File: config.mk
export PLATFORM = sky130hd
export DESIGN_NAME = msa_track_rle_decoder_core
export DESIGN_NICKNAME = d
export VERILOG_FILES = /design/src/design/msa_pkg.sv /design/src/design/msa_front.sv /design/src/design/msa_fifo.sv /design/src/design/msa_back.sv /design/src/design/msa_track_rle_decoder_core.sv
export SDC_FILE = /design/constraint.sdc
export NUM_CORES = 1
export LEC_CHECK = 0
export ABC_CLOCK_PERIOD_IN_PS = 20100
export BUFFER_PORTS_ARGS = -buffer_cell sky130_fd_sc_hd__clkbuf_2
export CAP_MARGIN = 15
export CORE_MARGIN = 2
export CORE_UTILIZATION = 40
export CTS_CLUSTER_DIAMETER = 120
export CTS_CLUSTER_SIZE = 8
export DETAILED_ROUTE_END_ITERATION = 8
export RECOVER_POWER = 100
export SYNTH_ARGS = -nofsm -noshare
export SYNTH_HDL_FRONTEND = slang
export SYNTH_SLANG_ARGS = --single-unit
File: constraint.sdc
create_clock -name i_clk -period 20.1 [get_ports i_clk]
set_clock_uncertainty 0.1 [all_clocks]
set_input_delay 4.02 -clock i_clk [delete_from_list [all_inputs] [get_ports i_clk]]
set_output_delay 4.02 -clock i_clk [all_outputs]
set_load 0.01 [all_outputs]
File: src/design/msa_pkg.sv
`timescale 1ns / 1ps
`default_nettype none

package msa_pkg;

    localparam int SECTOR_BYTES  = 512;
    localparam int SECTOR_SHIFT  = $clog2(SECTOR_BYTES);
    localparam int MAX_SECTORS   = 18;
    localparam int SPT_W         = 5;
    localparam int TRACK_W       = 14;
    localparam int OFFSET_W      = 23;
    localparam int FILE_W        = 24;
    localparam int REC_W         = 16;
    localparam int FIFO_DEPTH    = 4;
    localparam int FIFO_PTR_W    = $clog2(FIFO_DEPTH);
    localparam int FIFO_CNT_W    = $clog2(FIFO_DEPTH + 1);
    localparam int CFG_IDX_W     = 3;
    localparam int CFG_DATA_W    = 24;

    localparam logic [7:0] RLE_MARKER = 8'hE5;

    localparam logic [SPT_W-1:0]  RST_SPT          = 5'd9;
    localparam logic [1:0]        RST_SIDE_COUNT   = 2'd2;
    localparam logic [7:0]        RST_FIRST_TRACK  = 8'd0;
    localparam logic [7:0]        RST_LAST_TRACK   = 8'd79;
    localparam logic [FILE_W-1:0] RST_RECORD_BYTES = '0;

    typedef enum logic [CFG_IDX_W-1:0] {
        CFG_SECTORS_PER_TRACK = 3'd0,
        CFG_SIDE_COUNT        = 3'd1,
        CFG_FIRST_TRACK       = 3'd2,
        CFG_LAST_TRACK        = 3'd3,
        CFG_RECORD_BYTES      = 3'd4
    } t_cfg_reg;

    typedef struct packed {
        logic [SPT_W-1:0]  sectors_per_track;
        logic [1:0]        side_count;
        logic [7:0]        first_track;
        logic [7:0]        last_track;
        logic [FILE_W-1:0] record_bytes;
    } t_cfg;

    typedef struct packed {
        logic [7:0] data_byte;
        logic       first;
    } t_in_item;

    typedef struct packed {
        logic [7:0]          fill_value;
        logic [TRACK_W-1:0]  fill_length;
        logic [OFFSET_W-1:0] image_offset;
        logic [7:0]          track_number;
        logic                side_number;
    } t_out_item;

    // run as queued between parser and output stage, offset not yet summed
    typedef struct packed {
        logic [7:0]          fill_value;
        logic [TRACK_W-1:0]  fill_length;
        logic [OFFSET_W-1:0] track_base;
        logic [TRACK_W-1:0]  fill_start;
        logic [7:0]          track_number;
        logic                side_number;
    } t_run_cmd;

    typedef struct packed {
        logic full;
        logic empty;
    } t_q_status;

endpackage

`default_nettype wire

File: src/design/msa_front.sv
`timescale 1ns / 1ps
`default_nettype none

module msa_front (
    input  wire logic              i_clk,
    input  wire logic              i_rst_n,
    input  wire msa_pkg::t_cfg     i_cfg,
    input  wire logic              i_valid,
    input  wire msa_pkg::t_in_item i_item,
    output logic                   o_wr,
    output msa_pkg::t_run_cmd      o_cmd
);

    typedef enum logic [1:0] {
        REC_LEN_HI,
        REC_LEN_LO,
        REC_BODY
    } t_rec_phase;

    typedef enum logic [1:0] {
        RUN_IDLE,
        RUN_VALUE,
        RUN_COUNT_HI,
        RUN_COUNT_LO
    } t_run_phase;

    t_rec_phase                         r_phase, c_phase, n_phase;
    t_run_phase                         r_run, c_run, n_run;
    logic [msa_pkg::REC_W-1:0]          r_len, c_len, n_len;
    logic [msa_pkg::REC_W-1:0]          r_pos, c_pos, n_pos;
    logic [msa_pkg::TRACK_W-1:0]        r_fill, c_fill, n_fill;
    logic                               r_raw, c_raw, n_raw;
    logic [7:0]                         r_held, c_held, n_held;
    logic [7:0]                         r_cnt_hi, c_cnt_hi, n_cnt_hi;
    logic [7:0]                         r_track, c_track, n_track;
    logic                               r_side, c_side, n_side;
    logic [msa_pkg::OFFSET_W-1:0]       r_base, c_base, n_base;
    logic [msa_pkg::FILE_W-1:0]         r_fpos, c_fpos, n_fpos;
    logic                               r_stopped, c_stopped, n_stopped;

    logic [msa_pkg::SPT_W-1:0]          spt_eff;
    logic                               two_sides;
    logic [msa_pkg::TRACK_W-1:0]        trk_bytes;
    logic [msa_pkg::REC_W-1:0]          len_full;
    logic [msa_pkg::FILE_W-1:0]         fpos_inc;
    logic [8:0]                         rec_index;
    logic [msa_pkg::TRACK_W-1:0]        index_prod;
    logic [msa_pkg::REC_W:0]            pos_inc;
    logic [msa_pkg::REC_W-1:0]          count;
    logic [msa_pkg::TRACK_W-1:0]        room;
    logic [msa_pkg::TRACK_W-1:0]        run_len;
    logic                               do_next;
    logic                               emit;
    logic [7:0]                         emit_value;
    logic [msa_pkg::TRACK_W-1:0]        emit_len;

    // effective geometry, saturated into the legal range
    always_comb begin
        if (i_cfg.sectors_per_track == '0) begin
            spt_eff = msa_pkg::SPT_W'(1);
        end else if (i_cfg.sectors_per_track > msa_pkg::SPT_W'(msa_pkg::MAX_SECTORS)) begin
            spt_eff = msa_pkg::SPT_W'(msa_pkg::MAX_SECTORS);
        end else begin
            spt_eff = i_cfg.sectors_per_track;
        end
    end

    assign two_sides = i_cfg.side_count[1];
    assign trk_bytes = msa_pkg::TRACK_W'(spt_eff) << msa_pkg::SECTOR_SHIFT;

    always_comb begin
        // a first byte restarts parsing from a clean state
        if (i_item.first) begin
            c_phase   = REC_LEN_HI;
            c_run     = RUN_IDLE;
            c_len     = '0;
            c_pos     = '0;
            c_fill    = '0;
            c_raw     = 1'b0;
            c_held    = '0;
            c_cnt_hi  = '0;
            c_track   = i_cfg.first_track;
            c_side    = 1'b0;
            c_base    = '0;
            c_fpos    = '0;
            c_stopped = (i_cfg.last_track < i_cfg.first_track);
        end else begin
            c_phase   = r_phase;
            c_run     = r_run;
            c_len     = r_len;
            c_pos     = r_pos;
            c_fill    = r_fill;
            c_raw     = r_raw;
            c_held    = r_held;
            c_cnt_hi  = r_cnt_hi;
            c_track   = r_track;
            c_side    = r_side;
            c_base    = r_base;
            c_fpos    = r_fpos;
            c_stopped = r_stopped;
        end

        n_phase   = c_phase;
        n_run     = c_run;
        n_len     = c_len;
        n_pos     = c_pos;
        n_fill    = c_fill;
        n_raw     = c_raw;
        n_held    = c_held;
        n_cnt_hi  = c_cnt_hi;
        n_track   = c_track;
        n_side    = c_side;
        n_base    = c_base;
        n_fpos    = c_fpos;
        n_stopped = c_stopped;

        len_full   = {c_len[15:8], i_item.data_byte};
        fpos_inc   = c_fpos + msa_pkg::FILE_W'(1);
        rec_index  = (two_sides ? {c_track, 1'b0} : {1'b0, c_track}) + 9'(c_side);
        index_prod = msa_pkg::TRACK_W'(rec_index * spt_eff);
        pos_inc    = {1'b0, c_pos} + 17'd1;
        count      = {c_cnt_hi, i_item.data_byte};
        room       = trk_bytes - c_fill;
        run_len    = (count < {2'b0, room}) ? count[msa_pkg::TRACK_W-1:0] : room;

        do_next    = 1'b0;
        emit       = 1'b0;
        emit_value = i_item.data_byte;
        emit_len   = msa_pkg::TRACK_W'(1);

        if (!c_stopped) begin
            case (c_phase)
                REC_LEN_HI: begin
                    if ({1'b0, c_fpos} + 25'd2 > {1'b0, i_cfg.record_bytes}) begin
                        n_stopped = 1'b1;
                    end else begin
                        n_len   = {i_item.data_byte, 8'h00};
                        n_fpos  = fpos_inc;
                        n_phase = REC_LEN_LO;
                    end
                end
                REC_LEN_LO: begin
                    n_len  = len_full;
                    n_fpos = fpos_inc;
                    if ({1'b0, fpos_inc} + 25'(len_full) > {1'b0, i_cfg.record_bytes}) begin
                        n_stopped = 1'b1;
                    end else begin
                        n_base = {index_prod[msa_pkg::OFFSET_W-msa_pkg::SECTOR_SHIFT-1:0],
                                  msa_pkg::SECTOR_SHIFT'(0)};
                        n_fill = '0;
                        n_pos  = '0;
                        n_run  = RUN_IDLE;
                        n_raw  = (len_full == {2'b0, trk_bytes});
                        if (len_full == '0) begin
                            do_next = 1'b1;
                        end else begin
                            n_phase = REC_BODY;
                        end
                    end
                end
                REC_BODY: begin
                    n_fpos = fpos_inc;
                    n_pos  = pos_inc[msa_pkg::REC_W-1:0];
                    if (c_fill < trk_bytes) begin
                        if (c_raw) begin
                            emit = 1'b1;
                        end else begin
                            case (c_run)
                                RUN_IDLE: begin
                                    if (i_item.data_byte == msa_pkg::RLE_MARKER &&
                                        {1'b0, c_pos} + 17'd3 < {1'b0, c_len}) begin
                                        n_run = RUN_VALUE;
                                    end else begin
                                        emit = 1'b1;
                                    end
                                end
                                RUN_VALUE: begin
                                    n_held = i_item.data_byte;
                                    n_run  = RUN_COUNT_HI;
                                end
                                RUN_COUNT_HI: begin
                                    n_cnt_hi = i_item.data_byte;
                                    n_run    = RUN_COUNT_LO;
                                end
                                RUN_COUNT_LO: begin
                                    n_run      = RUN_IDLE;
                                    emit_value = c_held;
                                    emit_len   = run_len;
                                    emit       = (run_len != '0);
                                end
                                default: begin
                                    n_run = RUN_IDLE;
                                end
                            endcase
                        end
                    end
                    if (emit) begin
                        n_fill = c_fill + emit_len;
                    end
                    if (pos_inc >= {1'b0, c_len}) begin
                        do_next = 1'b1;
                    end
                end
                default: begin
                    n_phase = REC_LEN_HI;
                end
            endcase
        end

        // advance to the next side or track once a record is done, or stop after the last track
        if (do_next) begin
            n_phase = REC_LEN_HI;
            n_run   = RUN_IDLE;
            if (two_sides && !c_side) begin
                n_side = 1'b1;
            end else if (c_track >= i_cfg.last_track) begin
                n_stopped = 1'b1;
            end else begin
                n_track = c_track + 8'd1;
                n_side  = 1'b0;
            end
        end
    end

    assign o_wr                 = i_valid && emit;
    assign o_cmd.fill_value     = emit_value;
    assign o_cmd.fill_length    = emit_len;
    assign o_cmd.track_base     = c_base;
    assign o_cmd.fill_start     = c_fill;
    assign o_cmd.track_number   = c_track;
    assign o_cmd.side_number    = c_side;

    always_ff @(posedge i_clk) begin
        if (!i_rst_n) begin
            r_phase   <= REC_LEN_HI;
            r_run     <= RUN_IDLE;
            r_len     <= '0;
            r_pos     <= '0;
            r_fill    <= '0;
            r_raw     <= 1'b0;
            r_held    <= '0;
            r_cnt_hi  <= '0;
            r_track   <= '0;
            r_side    <= 1'b0;
            r_base    <= '0;
            r_fpos    <= '0;
            r_stopped <= 1'b1;
        end else if (i_valid) begin
            r_phase   <= n_phase;
            r_run     <= n_run;
            r_len     <= n_len;
            r_pos     <= n_pos;
            r_fill    <= n_fill;
            r_raw     <= n_raw;
            r_held    <= n_held;
            r_cnt_hi  <= n_cnt_hi;
            r_track   <= n_track;
            r_side    <= n_side;
            r_base    <= n_base;
            r_fpos    <= n_fpos;
            r_stopped <= n_stopped;
        end
    end

endmodule

`default_nettype wire

File: src/design/msa_fifo.sv
`timescale 1ns / 1ps
`default_nettype none

module msa_fifo (
    input  wire logic              i_clk,
    input  wire logic              i_rst_n,
    input  wire logic              i_wr,
    input  wire msa_pkg::t_run_cmd i_cmd,
    input  wire logic              i_rd,
    output msa_pkg::t_run_cmd      o_cmd,
    output msa_pkg::t_q_status     o_stat
);

    msa_pkg::t_run_cmd                r_mem [msa_pkg::FIFO_DEPTH];
    logic [msa_pkg::FIFO_PTR_W-1:0]   r_wr_ptr;
    logic [msa_pkg::FIFO_PTR_W-1:0]   r_rd_ptr;
    logic [msa_pkg::FIFO_CNT_W-1:0]   r_count;
    logic [msa_pkg::FIFO_CNT_W-1:0]   n_count;

    assign o_stat.full  = (r_count == msa_pkg::FIFO_CNT_W'(msa_pkg::FIFO_DEPTH));
    assign o_stat.empty = (r_count == '0);
    assign o_cmd        = r_mem[r_rd_ptr];

    always_comb begin
        n_count = r_count;
        if (i_wr && !i_rd) begin
            n_count = r_count + msa_pkg::FIFO_CNT_W'(1);
        end else if (i_rd && !i_wr) begin
            n_count = r_count - msa_pkg::FIFO_CNT_W'(1);
        end
    end

    always_ff @(posedge i_clk) begin
        if (!i_rst_n) begin
            r_wr_ptr <= '0;
            r_rd_ptr <= '0;
            r_count  <= '0;
        end else begin
            if (i_wr) begin
                r_wr_ptr <= r_wr_ptr + msa_pkg::FIFO_PTR_W'(1);
            end
            if (i_rd) begin
                r_rd_ptr <= r_rd_ptr + msa_pkg::FIFO_PTR_W'(1);
            end
            r_count <= n_count;
        end
    end

    always_ff @(posedge i_clk) begin
        if (i_wr) begin
            r_mem[r_wr_ptr] <= i_cmd;
        end
    end

    a_no_overflow: assert property (@(posedge i_clk) disable iff (!i_rst_n)
        !(i_wr && o_stat.full))
        else $error("queue written while full");

    a_no_underflow: assert property (@(posedge i_clk) disable iff (!i_rst_n)
        !(i_rd && o_stat.empty))
        else $error("queue read while empty");

    a_count_track: assert property (@(posedge i_clk) disable iff (!i_rst_n)
        (i_wr && !i_rd) |=> (r_count == $past(r_count) + msa_pkg::FIFO_CNT_W'(1)))
        else $error("queue count did not follow a lone write");

endmodule

`default_nettype wire

File: src/design/msa_back.sv
`timescale 1ns / 1ps
`default_nettype none

module msa_back (
    input  wire logic               i_clk,
    input  wire logic               i_rst_n,
    input  wire msa_pkg::t_q_status i_stat,
    input  wire msa_pkg::t_run_cmd  i_cmd,
    output logic                    o_rd,
    input  wire logic               i_pop,
    output logic                    o_empty,
    output msa_pkg::t_out_item      o_item
);

    logic                r_valid;
    msa_pkg::t_out_item  r_item;
    msa_pkg::t_out_item  n_item;
    logic                load;

    assign load = !r_valid || i_pop;
    assign o_rd = load && !i_stat.empty;

    // image offset is the record base plus what the track already holds
    always_comb begin
        n_item.fill_value   = i_cmd.fill_value;
        n_item.fill_length  = i_cmd.fill_length;
        n_item.image_offset = i_cmd.track_base + msa_pkg::OFFSET_W'(i_cmd.fill_start);
        n_item.track_number = i_cmd.track_number;
        n_item.side_number  = i_cmd.side_number;
    end

    always_ff @(posedge i_clk) begin
        if (!i_rst_n) begin
            r_valid <= 1'b0;
        end else if (load) begin
            r_valid <= !i_stat.empty;
        end
    end

    always_ff @(posedge i_clk) begin
        if (o_rd) begin
            r_item <= n_item;
        end
    end

    assign o_empty = !r_valid;
    assign o_item  = r_item;

endmodule

`default_nettype wire

File: src/design/msa_track_rle_decoder_core.sv
`timescale 1ns / 1ps
`default_nettype none

// msa track record decoder
// input channel: one file byte per transfer (push/full), starting with the first
// byte after the 10-byte header, flagged by first = 1; first restarts parsing
// result channel: one run per transfer (empty/pop) with its value, length,
// image offset, track and side; raw bytes and literals come out as length 1
// configuration: write-only register port, geometry and file size taken live;
// write only while idle (not enforced); only sectors per track is saturated
// throughput: one byte per cycle sustained; each byte yields at most one run,
// and the parser never waits on the back end unless the 4-entry run queue fills
// path: a run caused by a byte is written into the queue at the byte transfer,
// then into the output register once that register is free to take it
// stall: when pop stays low the output register holds, the queue fills and
// full rises; no run is ever dropped
// reset: queue and output empty, registers at their defaults, parser stopped
// until a byte with first set arrives
module msa_track_rle_decoder_core (
    input  wire logic                                 i_clk,
    input  wire logic                                 i_rst_n,
    input  wire logic                                 i_cfg_wr_en,
    input  wire logic [msa_pkg::CFG_IDX_W-1:0]        i_cfg_index,
    input  wire logic [msa_pkg::CFG_DATA_W-1:0]       i_cfg_data,
    input  wire logic                                 push,
    output logic                                      full,
    input  wire msa_pkg::t_in_item                    i_in_item,
    output logic                                      empty,
    input  wire logic                                 pop,
    output msa_pkg::t_out_item                        o_out_item
);

    msa_pkg::t_cfg      r_cfg;
    msa_pkg::t_q_status q_stat;
    msa_pkg::t_run_cmd  front_cmd;
    msa_pkg::t_run_cmd  queue_cmd;
    logic               front_wr;
    logic               queue_rd;
    logic               in_xfer;

    // configuration registers, plain write port without read-back
    always_ff @(posedge i_clk) begin
        if (!i_rst_n) begin
            r_cfg.sectors_per_track <= msa_pkg::RST_SPT;
            r_cfg.side_count        <= msa_pkg::RST_SIDE_COUNT;
            r_cfg.first_track       <= msa_pkg::RST_FIRST_TRACK;
            r_cfg.last_track        <= msa_pkg::RST_LAST_TRACK;
            r_cfg.record_bytes      <= msa_pkg::RST_RECORD_BYTES;
        end else if (i_cfg_wr_en) begin
            case (i_cfg_index)
                msa_pkg::CFG_SECTORS_PER_TRACK: begin
                    r_cfg.sectors_per_track <= i_cfg_data[msa_pkg::SPT_W-1:0];
                end
                msa_pkg::CFG_SIDE_COUNT: begin
                    r_cfg.side_count <= i_cfg_data[1:0];
                end
                msa_pkg::CFG_FIRST_TRACK: begin
                    r_cfg.first_track <= i_cfg_data[7:0];
                end
                msa_pkg::CFG_LAST_TRACK: begin
                    r_cfg.last_track <= i_cfg_data[7:0];
                end
                msa_pkg::CFG_RECORD_BYTES: begin
                    r_cfg.record_bytes <= i_cfg_data[msa_pkg::FILE_W-1:0];
                end
                default: begin
                    // unused indexes are ignored
                end
            endcase
        end
    end

    // byte transfer: the parser advances only on an accepted byte
    assign in_xfer = push && !q_stat.full;
    assign full    = q_stat.full;

    // front end: record framing, rle parsing, clamping to track space
    msa_front u_front (
        .i_clk   (i_clk),
        .i_rst_n (i_rst_n),
        .i_cfg   (r_cfg),
        .i_valid (in_xfer),
        .i_item  (i_in_item),
        .o_wr    (front_wr),
        .o_cmd   (front_cmd)
    );

    // short run queue decouples the parser from result stalls
    msa_fifo u_fifo (
        .i_clk   (i_clk),
        .i_rst_n (i_rst_n),
        .i_wr    (front_wr),
        .i_cmd   (front_cmd),
        .i_rd    (queue_rd),
        .o_cmd   (queue_cmd),
        .o_stat  (q_stat)
    );

    // back end: offset sum and output register
    msa_back u_back (
        .i_clk   (i_clk),
        .i_rst_n (i_rst_n),
        .i_stat  (q_stat),
        .i_cmd   (queue_cmd),
        .o_rd    (queue_rd),
        .i_pop   (pop),
        .o_empty (empty),
        .o_item  (o_out_item)
    );

endmodule

`default_nettype wire
==> results of run 1 <==
## metrics by stage
step / cell area (um2) / hold WS (ps) / utilization, % / total power (W)
final: 31650 / 351.5 / 45.20 / 0.002970
after global routing: 31650 / 371.3 / 45.20 / 0.003114
after CTS: 31830 / 354.1 / 45.46 / 0.003026
after detailed placement: 29700 / 347.4 / 42.42 / 0.001859
after global placement: 29700 / 344.8 / 42.42 / 0.001850
after floorplan: 28330 / 331.5 / - / 0.001608
## metal layers
metal	vias to the layer above	wire length, um	part of all wire, %	track usage [%]
met5	-	0	0	0
met4	0	2369	3.1	6.725
met3	151	3951	5.2	3.538
met2	604	36960	49	36.08
met1	10105	32870	43	26.22
li1	9856	-	-	-
## cells in the final DEF, fill, tap and decap left out, types with 20 or more instances in the layout
master	instances
inv_1	149
and2_1	21
fa_1	25
ha_1	195
dfxtp_1	179
clkbuf_16	75
a22oi_1	77
nand2b_1	22
nand3_1	81
and3_1	34
or3_1	20
edfxtp_1	326
clkbuf_2	38
xor2_1	49
xnor2_1	93
nor3_1	37
mux4_2	68
a21oi_1	161
nor2_1	225
a21o_1	37
o21a_1	22
nand4_1	33
clkbuf_1	105
nand2_1	282
nor2b_1	84
o21ai_0	102
## tightest hold or removal path, delay by kind of cell, from the launching register on
family          cells  cell delay, ps
flops               1             300
simple gates        1              50
compound gates      1              50
## sequential cells by signal, summed over array words and instances (netlist names), named ones only
register           cells
u_fifo.r_wr_ptr        2
r_cfg                 46
u_front.r_raw          1
u_fifo.r_count         3
u_front.r_track        8
u_front.r_base        23
u_fifo.r_rd_ptr        2
u_front.r_fpos        24
u_front.r_run          2
u_front.r_fill        14
u_fifo.r_mem         272
u_front.r_cnt_hi       8
u_back.o_item         54
u_front.r_stopped      1
u_front.r_pos         16
u_front.r_side         1
u_front.r_held         8
u_front.r_phase        2
u_back.r_valid         1
u_front.r_len         16
## power groups by stage
stage / Clock [W] / Combinational, W / Sequential (W)
6_report: 0.00115 / 0.000570 / 0.00125
5_1_grt: 0.00123 / 0.000631 / 0.00126
4_1_cts: 0.00118 / 0.000598 / 0.00124
3_5_place_dp: 0 / 0.000595 / 0.00126
3_3_place_gp: 0 / 0.000586 / 0.00126
2_1_floorplan: 0 / 0.000331 / 0.00128
## how the worst max path moves through the flow
| stage | start | end | slack [ps] | cells past startpoint |
|---|---|---|---|---|
| global placement | i_in_item[0] | u_fifo.r_mem[2][5] | 9050 | 21 |
| finish | i_in_item[0] | u_fifo.r_mem[2][26] | 6230 | 20 |
| floorplan | i_in_item[0] | u_fifo.r_mem[0][0] | 9330 | 24 |
| CTS | i_in_item[0] | u_fifo.r_mem[2][26] | 9700 | 21 |
| detailed placement | i_in_item[0] | u_fifo.r_mem[2][5] | 9090 | 21 |
| global route | i_in_item[0] | u_fifo.r_mem[2][26] | 5450 | 20 |
## area by class of cell
cell class | count | area (um2) | share of cell area (%)
multi-input combinational | 1894 | 13830 | 43.70
sequential | 506 | 13390 | 42.32
clock buffer | 108 | 2001 | 6.321
tap | 940 | 1176 | 3.716
inverter | 152 | 571.8 | 1.807
timing repair buffer | 122 | 550.5 | 1.739
clock inverter | 6 | 127.6 | 0.4032
## kinds of logic (layout without fill, tap and decap cells)
kind of cell | after synthesis | count (layout) | synth area share [%]
adders and majority gates | 223 | 223 | 10.49
AOI/OAI and AO/OA | 534 | 534 | 12.28
and+or+nand+nor | 903 | 903 | 15.40
buffers and inverters | 282 | 388 | 3.886
xor gates and xnor gates | 142 | 142 | 4.389
muxes | 92 | 92 | 6.288
DFF | 506 | 506 | 47.27
==> impl_metrics.env, run 1 <==
export IMPL_path_cells="clkbuf_1 -> clkbuf_1 -> nor2b_1 -> clkinv_1 -> ha_1 -> nand2_1 -> o41ai_1 -> xnor2_1 -> ha_1 -> nand4_1 -> o211ai_1 -> a211o_1 -> nor2_1 -> clkbuf_1 -> a21oi_1 -> nand2_1 -> o21a_1 -> and4_1 -> and2_0 -> buf_4"
export IMPL_die_width_um=270.1
export IMPL_crit_top_cell="clkbuf_1"
export IMPL_cts_tree="yes"
export IMPL_finalNetCount=3010
export IMPL_synth_avg_cell_area_um2=10.56
export IMPL_wl_per_cell_um=20.43
export IMPL_status="finished, violations left"
export IMPL_drive_gt1_share_pct=8.501
export IMPL_final_setup_tns_ps=0
export IMPL_grt_pass1_wl_um=119500
export IMPL_post_dp_hpwl_um=53570
export IMPL_min_from="r_cfg[5]"
export IMPL_drtIter0Drc=1693
export IMPL_slowest_stage="clkbuf_1"
export IMPL_crit_buf_inv=5
export IMPL_endpoint_kind="flop"
export IMPL_synth_cell_types=100
export IMPL_yosys_warnings=0
export IMPL_holdBufCountCts=0
export IMPL_maxSlewHeadroom_pct=-112.4
export IMPL_drc_errors=0
export IMPL_gp_congestion=0.9389
export IMPL_dp_slack_ps=9093
export IMPL_r2r_end="u_fifo.r_mem[2][26]"
export IMPL_insertion_delay_ps=630
export IMPL_failed_checks="capacitance limit, slew limit"
export IMPL_worstHoldPathCells=2
export IMPL_r2r_start="r_cfg[44]"
export IMPL_path_delay_family="buffers and inverters"
export IMPL_antenna_found_initial=0
export IMPL_min_path_type="reg -> reg"
export IMPL_synthesis_area_um2=28330
export IMPL_hold_viol=0
export IMPL_routed_via_density=5.557
export IMPL_swShare_pct=28.35
export IMPL_path_max_fanout=56
export IMPL_synthArstFlopShare_pct=0
export IMPL_comb_power_share_pct=19.2
export IMPL_diodes=0
export IMPL_worstSetupPathType="in -> reg"
export IMPL_synth_area_leaders="edfxtp_1 (35%), dfxtp_1 (13%), ha_1 (8.6%)"
export IMPL_synth_edf_count=326
export IMPL_rrSetupSlack_ps=11410
export IMPL_rows=97
export IMPL_firstDrtPassIters=7
export IMPL_tightest_slew_ps=3186
export IMPL_synth_most_common_cell="edfxtp_1"
export IMPL_slew_viol_final=534
export IMPL_yosysSeqAreaShare_pct=47.27
export IMPL_synth_top_area_cell="edfxtp_1"
export IMPL_track_usage_pct=20.76
export IMPL_ir_drop_mv=0.06374
export IMPL_maxCapViolations=12
export IMPL_power_leakage_nw=11.73
export IMPL_cts_root_buf="clkbuf_16"
export IMPL_synth_seq_cells=506
export IMPL_ys_flop_type="edfxtp_1"
export IMPL_cp_start_kind="input port"
export IMPL_min_period_ps=13870
export IMPL_p_per_area_nw_per_um2=93.83
export IMPL_synth_nets=2943
export IMPL_grt_max_degree=69
export IMPL_clock_path_buffers=3
export IMPL_synthToLayoutAreaGrowth_pct=11.71
export IMPL_post_route_period_util_pct=69.01
export IMPL_routed_wl_um=76150
export IMPL_cts_setup_buffers=0
export IMPL_ioPinCount=97
export IMPL_die_height_um=270.1
export IMPL_io_buffers=96
export IMPL_detail_route_antenna_nets=0
export IMPL_dpl_cell_count=3614
export IMPL_fillers=6552
export IMPL_dr_total_vias=20716
export IMPL_netlist_instances=2682
export IMPL_reg2reg_depth=19
export IMPL_grt_pass1_vias=20930
export IMPL_finalNonFillerCells=3728
export IMPL_critPathRequiredTime_ps=20210
export IMPL_rsz0062_at_grt="no"
export IMPL_finalSetupViolCount=0
export IMPL_die_area_um2=72980
export IMPL_p_clk_share_pct=38.8
export IMPL_hold_path_end="r_cfg[5]"
export IMPL_cts_htree_levels=3
export IMPL_yosysTopAreaCellShare_pct=34.55
export IMPL_synthTopCellsByCount="edfxtp_1 (326), nand2_1 (282), nor2_1 (225), ha_1 (195), dfxtp_1 (180)"
export IMPL_postLayoutSetupSlackWorst_ps=6229
export IMPL_clk_pin_slew_ps=50
export IMPL_core_um2=70030
export IMPL_seq_power_share_pct=42.0
export IMPL_start_util_pct=40.46
export IMPL_cp_slowest_stage_delay_ps=1880
export IMPL_p_sw_w=0.0008420
export IMPL_cts_sinks=506
export IMPL_cp_data_arrival_time_ps=13990
export IMPL_grt_overflow_total=0
export IMPL_numCtsBuffers=73
export IMPL_p_int_w=0.002128
export IMPL_cts_resized=0
export IMPL_fmax_ghz=0.07209
Power figures use the tool's default switching activity.
==> run 2: changes to the inputs <==
ABC_CLOCK_PERIOD_IN_PS = 11900   (was 20100)
clock period = 11.9 ns   (was 20.1 ns; I/O delays follow)
==> impl_metrics.env, run 2 (synthesis results as in run 1) <==
export IMPL_cp_data_arrival_time_ps=10570
export IMPL_fillers=6581
export IMPL_grt_pass1_vias=20947
export IMPL_drive_gt1_share_pct=8.993
export IMPL_diodes=0
export IMPL_p_per_area_nw_per_um2=155.8
export IMPL_power_leakage_nw=11.67
export IMPL_finalNetCount=3013
export IMPL_insertion_delay_ps=630
export IMPL_finalSetupViolCount=0
export IMPL_status="finished, violations left"
export IMPL_mostFrequentLayoutCells="edfxtp_1 (326), nand2_1 (282), nor2_1 (225), ha_1 (195), dfxtp_1 (178)"
export IMPL_grt_max_degree=71
export IMPL_clock_path_buffers=3
export IMPL_hold_ws_ps=351.2
export IMPL_cp_start_kind="input port"
export IMPL_cts_htree_levels=3
export IMPL_slew_viol_final=281
export IMPL_min_path_type="reg -> reg"
export IMPL_track_usage_pct=20.84
export IMPL_top_register="u_fifo.r_mem"
export IMPL_min_period_ps=10190
export IMPL_core_um2=70030
export IMPL_routed_wl_um=76300
export IMPL_endpoint_kind="flop"
export IMPL_grt_overflow_total=0
export IMPL_synthToLayoutAreaGrowth_pct=11.95
export IMPL_post_route_period_util_pct=85.61
export IMPL_final_setup_tns_ps=0
export IMPL_ioPinCount=97
export IMPL_rsz0062_at_grt="no"
export IMPL_detail_route_antenna_nets=0
export IMPL_drc_errors=0
export IMPL_drtIter0Drc=1515
export IMPL_firstDrtPassIters=7
export IMPL_numCtsBuffers=73
export IMPL_holdBufCountCts=0
export IMPL_post_dp_hpwl_um=54820
export IMPL_worstSetupPathType="in -> reg"
export IMPL_io_buffers=96
export IMPL_path_max_fanout=31
export IMPL_hold_viol=0
export IMPL_die_height_um=270.1
export IMPL_layout_commonest_cell="edfxtp_1"
export IMPL_ir_drop_mv=0.08942
export IMPL_die_width_um=270.1
export IMPL_fmax_ghz=0.09816
export IMPL_critPathRequiredTime_ps=12290
export IMPL_failed_checks="capacitance limit, slew limit"
export IMPL_start_util_pct=40.46
export IMPL_grt_pass1_wl_um=119600
export IMPL_largest_register_ffs=272
export IMPL_routed_via_density=5.564
export IMPL_cts_tree="yes"
export IMPL_fin_util_pct=45.29
export IMPL_clk_pin_slew_ps=60
export IMPL_antenna_found_initial=2
export IMPL_seq_area_um2=13400
export IMPL_maxSlewHeadroom_pct=-130.4
export IMPL_die_area_um2=72980
export IMPL_tightest_slew_ps=3456
export IMPL_totalPowerFinal_w=0.004943
export IMPL_cts_sinks=506
export IMPL_gp_congestion=0.9262
export IMPL_rows=97
export IMPL_cts_setup_buffers=0
export IMPL_cts_root_buf="clkbuf_16"
export IMPL_multi_input_area_um2=13850
export IMPL_maxCapViolations=6
export IMPL_dr_total_vias=20758
export IMPL_cts_resized=0
export IMPL_wl_per_cell_um=20.45
==> run 2: layout make-up <==
type / instances / share of cell area [%]
Clock buffer: 106 / 6.150
Clock inverter: 8 / 0.5601
Inverter: 152 / 1.803
Multi-Input combinational cell: 1894 / 43.65
Sequential cell: 506 / 42.24
Tap cell: 940 / 3.708
Timing Repair Buffer: 125 / 1.886
==> run 2: layer usage <==
metal	track usage, %	wire length (um)	vias up
met5	0	16	-
met4	6.477	1924	2
met3	3.174	3790	119
met2	35.98	37440	584
met1	26.86	33130	10204
li1	-	-	9849
==> run 2: through the flow <==
step / setup slack, ps / cells / area, um2
after global placement: 2422 / 3617 / 29730
final: 1713 / 3731 / 31720
after detailed placement: 2313 / 3617 / 29730
after floorplan: 2768 / 2682 / 28330
after global routing: 1183 / 3731 / 31720
after CTS: 2973 / 3731 / 31850
==> run 2: critical path, cell delays in order <==
cell      delay (ps)
clkbuf_1         660
inv_1            850
nand2_1          540
ha_1             350
nor3b_1          160
a311o_1          360
a21oi_1          230
a21oi_1          110
xnor2_1          190
ha_1             330
nand4_1          120
nor3b_1          600
nand3_2          300
nand2_1          410
nor2_1           110
a21oi_1          330
nor2_1           110
ha_1             310
a21o_1           170
a21o_1           210
a31oi_1          180
o31a_1           260
nor2_1            80
a221oi_1         390
a21oi_1          170
mux2i_1          310
mux2i_1          260
o41ai_2           70
==> run 2: where the power goes <==
| part | internal [W] | leakage [nW] | switching (W) | total [W] |
|---|---|---|---|---|
| sequential | 0.00204 | 4.39 | 0.0000442 | 0.00209 |
| combinational | 0.000361 | 6.27 | 0.000569 | 0.000930 |
| clock | 0.00114 | 1.01 | 0.000784 | 0.00193 |
| total | 0.00355 | 11.7 | 0.00140 | 0.00494 |
==> run 2: final timing paths <==
path	start	endpoint	cells past startpoint	slack (ps)
setup / recovery	i_in_item[0]	u_front.r_fill[13]	28	1710
hold / removal	u_front.r_run[0]	u_front.r_run[0]	2	350
setup reg to reg	r_cfg[46]	u_front.r_fill[13]	27	4070
hold reg to reg	u_front.r_run[0]	u_front.r_run[0]	2	350
==> run 3: changes to the inputs <==
--- a/config.mk
+++ b/config.mk
@@ -7,3 +7,3 @@
 export LEC_CHECK = 0
-export ABC_CLOCK_PERIOD_IN_PS = 11900
+export ABC_CLOCK_PERIOD_IN_PS = 12110
 export BUFFER_PORTS_ARGS = -buffer_cell sky130_fd_sc_hd__clkbuf_2
@@ -12,2 +12,3 @@
 export CORE_UTILIZATION = 40
+export CTS_BUF_LIST = sky130_fd_sc_hd__clkbuf_16
 export CTS_CLUSTER_DIAMETER = 120
==> constraint.sdc (replaced) <==
create_clock -name i_clk -period 12.11 [get_ports i_clk]
set_clock_uncertainty 0.1 [all_clocks]
set_input_delay 0.6055 -clock i_clk [delete_from_list [all_inputs] [get_ports i_clk]]
set_output_delay 0.6055 -clock i_clk [all_outputs]
set_load 0.01 [all_outputs]
==> impl_metrics.env, run 3 (synthesis results as in run 1) <==
export IMPL_reg2reg_depth=28
export IMPL_tightest_slew_ps=3168
export IMPL_slew_viol_final=415
export IMPL_fillers=6527
export IMPL_min_period_ps=9426
export IMPL_die_height_um=270.1
export IMPL_maxCapViolations=10
export IMPL_synthToLayoutAreaGrowth_pct=12.00
export IMPL_top_register="u_fifo.r_mem"
export IMPL_cts_setup_buffers=0
export IMPL_ioPinCount=97
export IMPL_routed_wl_um=76350
export IMPL_slowest_stage="clkbuf_1"
export IMPL_worstHoldPathCells=3
export IMPL_rows=97
export IMPL_post_route_period_util_pct=77.83
export IMPL_antenna_found_initial=1
export IMPL_hold_viol=0
export IMPL_rrSetupSlack_ps=4320
export IMPL_grt_overflow_total=0
export IMPL_layout_commonest_cell="edfxtp_1"
export IMPL_clk_pin_slew_ps=60
export IMPL_ir_drop_mv=0.09512
export IMPL_post_dp_hpwl_um=53770
export IMPL_power_leakage_nw=11.92
export IMPL_critPathRequiredTime_ps=12390
export IMPL_failed_checks="capacitance limit, slew limit"
export IMPL_final_setup_tns_ps=0
export IMPL_status="finished, violations left"
export IMPL_maxSlewHeadroom_pct=-111.2
export IMPL_cts_resized=0
export IMPL_core_um2=70030
export IMPL_firstDrtPassIters=5
export IMPL_start_util_pct=40.46
export IMPL_cts_sinks=506
export IMPL_grt_pass1_wl_um=120100
export IMPL_track_usage_pct=20.88
export IMPL_mostFrequentLayoutCells="edfxtp_1 (326), nand2_1 (282), nor2_1 (225), ha_1 (195), inv_1 (189)"
export IMPL_cts_root_buf="clkbuf_16"
export IMPL_rsz0062_at_grt="no"
export IMPL_routed_via_density=5.572
export IMPL_holdBufCountCts=0
export IMPL_p_per_area_nw_per_um2=154.5
export IMPL_die_area_um2=72980
export IMPL_clock_path_buffers=3
export IMPL_grt_pass1_vias=21147
export IMPL_drc_errors=0
export IMPL_cp_slowest_stage_delay_ps=1860
export IMPL_cp_start_kind="input port"
export IMPL_min_from="i_cfg_data[12]"
export IMPL_min_path_type="in -> reg"
export IMPL_insertion_delay_ps=640
export IMPL_path_max_fanout=45
export IMPL_gp_congestion=0.9422
export IMPL_finalNetCount=3010
export IMPL_cts_htree_levels=3
export IMPL_postLayoutSetupSlackWorst_ps=2684
export IMPL_largest_register_ffs=272
export IMPL_cp_data_arrival_time_ps=9700
export IMPL_r2r_start="r_cfg[44]"
export IMPL_io_buffers=96
export IMPL_cts_tree="yes"
export IMPL_hold_path_end="r_cfg[12]"
export IMPL_die_width_um=270.1
export IMPL_fmax_ghz=0.1061
export IMPL_dp_slack_ps=4515
export IMPL_endpoint_kind="flop"
export IMPL_drive_gt1_share_pct=8.694
export IMPL_finalSetupViolCount=0
export IMPL_detail_route_antenna_nets=0
export IMPL_r2r_end="u_front.r_fill[6]"
export IMPL_numCtsBuffers=73
export IMPL_drtIter0Drc=1620
export IMPL_grt_max_degree=69
export IMPL_worstSetupPathType="in -> reg"
export IMPL_wl_per_cell_um=20.43
export IMPL_dr_total_vias=20822
==> run 3: worst max-delay path by stage <==
stage | from | end | slack, ps | depth (start not counted)
floorplan | i_in_item[0] | u_fifo.r_mem[0][0] | 4750 | 24
global placement | i_in_item[0] | u_fifo.r_mem[2][5] | 4470 | 21
detailed placement | i_in_item[0] | u_fifo.r_mem[2][3] | 4510 | 21
CTS | r_cfg[44] | u_fifo.r_mem[2][13] | 4510 | 19
global route | i_in_item[0] | u_front.r_fill[6] | 2050 | 30
finish | i_in_item[0] | u_front.r_fill[6] | 2680 | 30
==> run 3: metrics by stage <==
step | instances | hold WS (ps) | utilization, % | total power [W] | cell area [um2]
2_1_floorplan | 2682 | 331.5 | - | 0.002669 | 28330
3_3_place_gp | 3614 | 344.1 | 42.42 | 0.003071 | 29700
3_5_place_dp | 3614 | 346.7 | 42.42 | 0.003087 | 29700
4_1_cts | 3735 | 88.68 | 45.52 | 0.004999 | 31880
5_1_grt | 3735 | 110.9 | 45.31 | 0.005152 | 31730
6_report | 3737 | 119.0 | 45.31 | 0.004903 | 31730
==> run 3: where the power goes <==
| group | total (W) | switching, W | leakage, nW | internal (W) |
|---|---|---|---|---|
| logic | 0.000950 | 0.000572 | 6.23 | 0.000378 |
| registers | 0.00207 | 0.0000573 | 4.50 | 0.00201 |
| clock network | 0.00188 | 0.000785 | 1.19 | 0.00110 |
==> run 3: layer usage <==
layer	up-vias	part of all wire, %	global-route usage [%]
li1	9848	-	-
met1	10198	43	26.28
met2	626	49	35.63
met3	148	5.5	3.654
met4	2	3.4	8.246
met5	-	0.017	0
==> run 3: critical path: cells and delay by family <==
| family | cells | cell delay (ps) |
|---|---|---|
| buf+inv | 6 | 3440 |
| compound gates | 10 | 2350 |
| simple gates | 7 | 1150 |
| fa+ha+maj | 5 | 1660 |
| xor+xnor | 2 | 450 |
==> run 3: layout make-up <==
class / count / area, um2 / share of cell area (%)
inverters: 152 / 571.8 / 1.802
diodes: 2 / 5.005 / 0.01577
multi-input cells: 1894 / 13840 / 43.63
clock inverters: 48 / 349.1 / 1.100
repair buffers: 122 / 565.5 / 1.782
clock buffers: 73 / 1827 / 5.757
well taps: 940 / 1176 / 3.706
flip-flops and latches: 506 / 13390 / 42.21
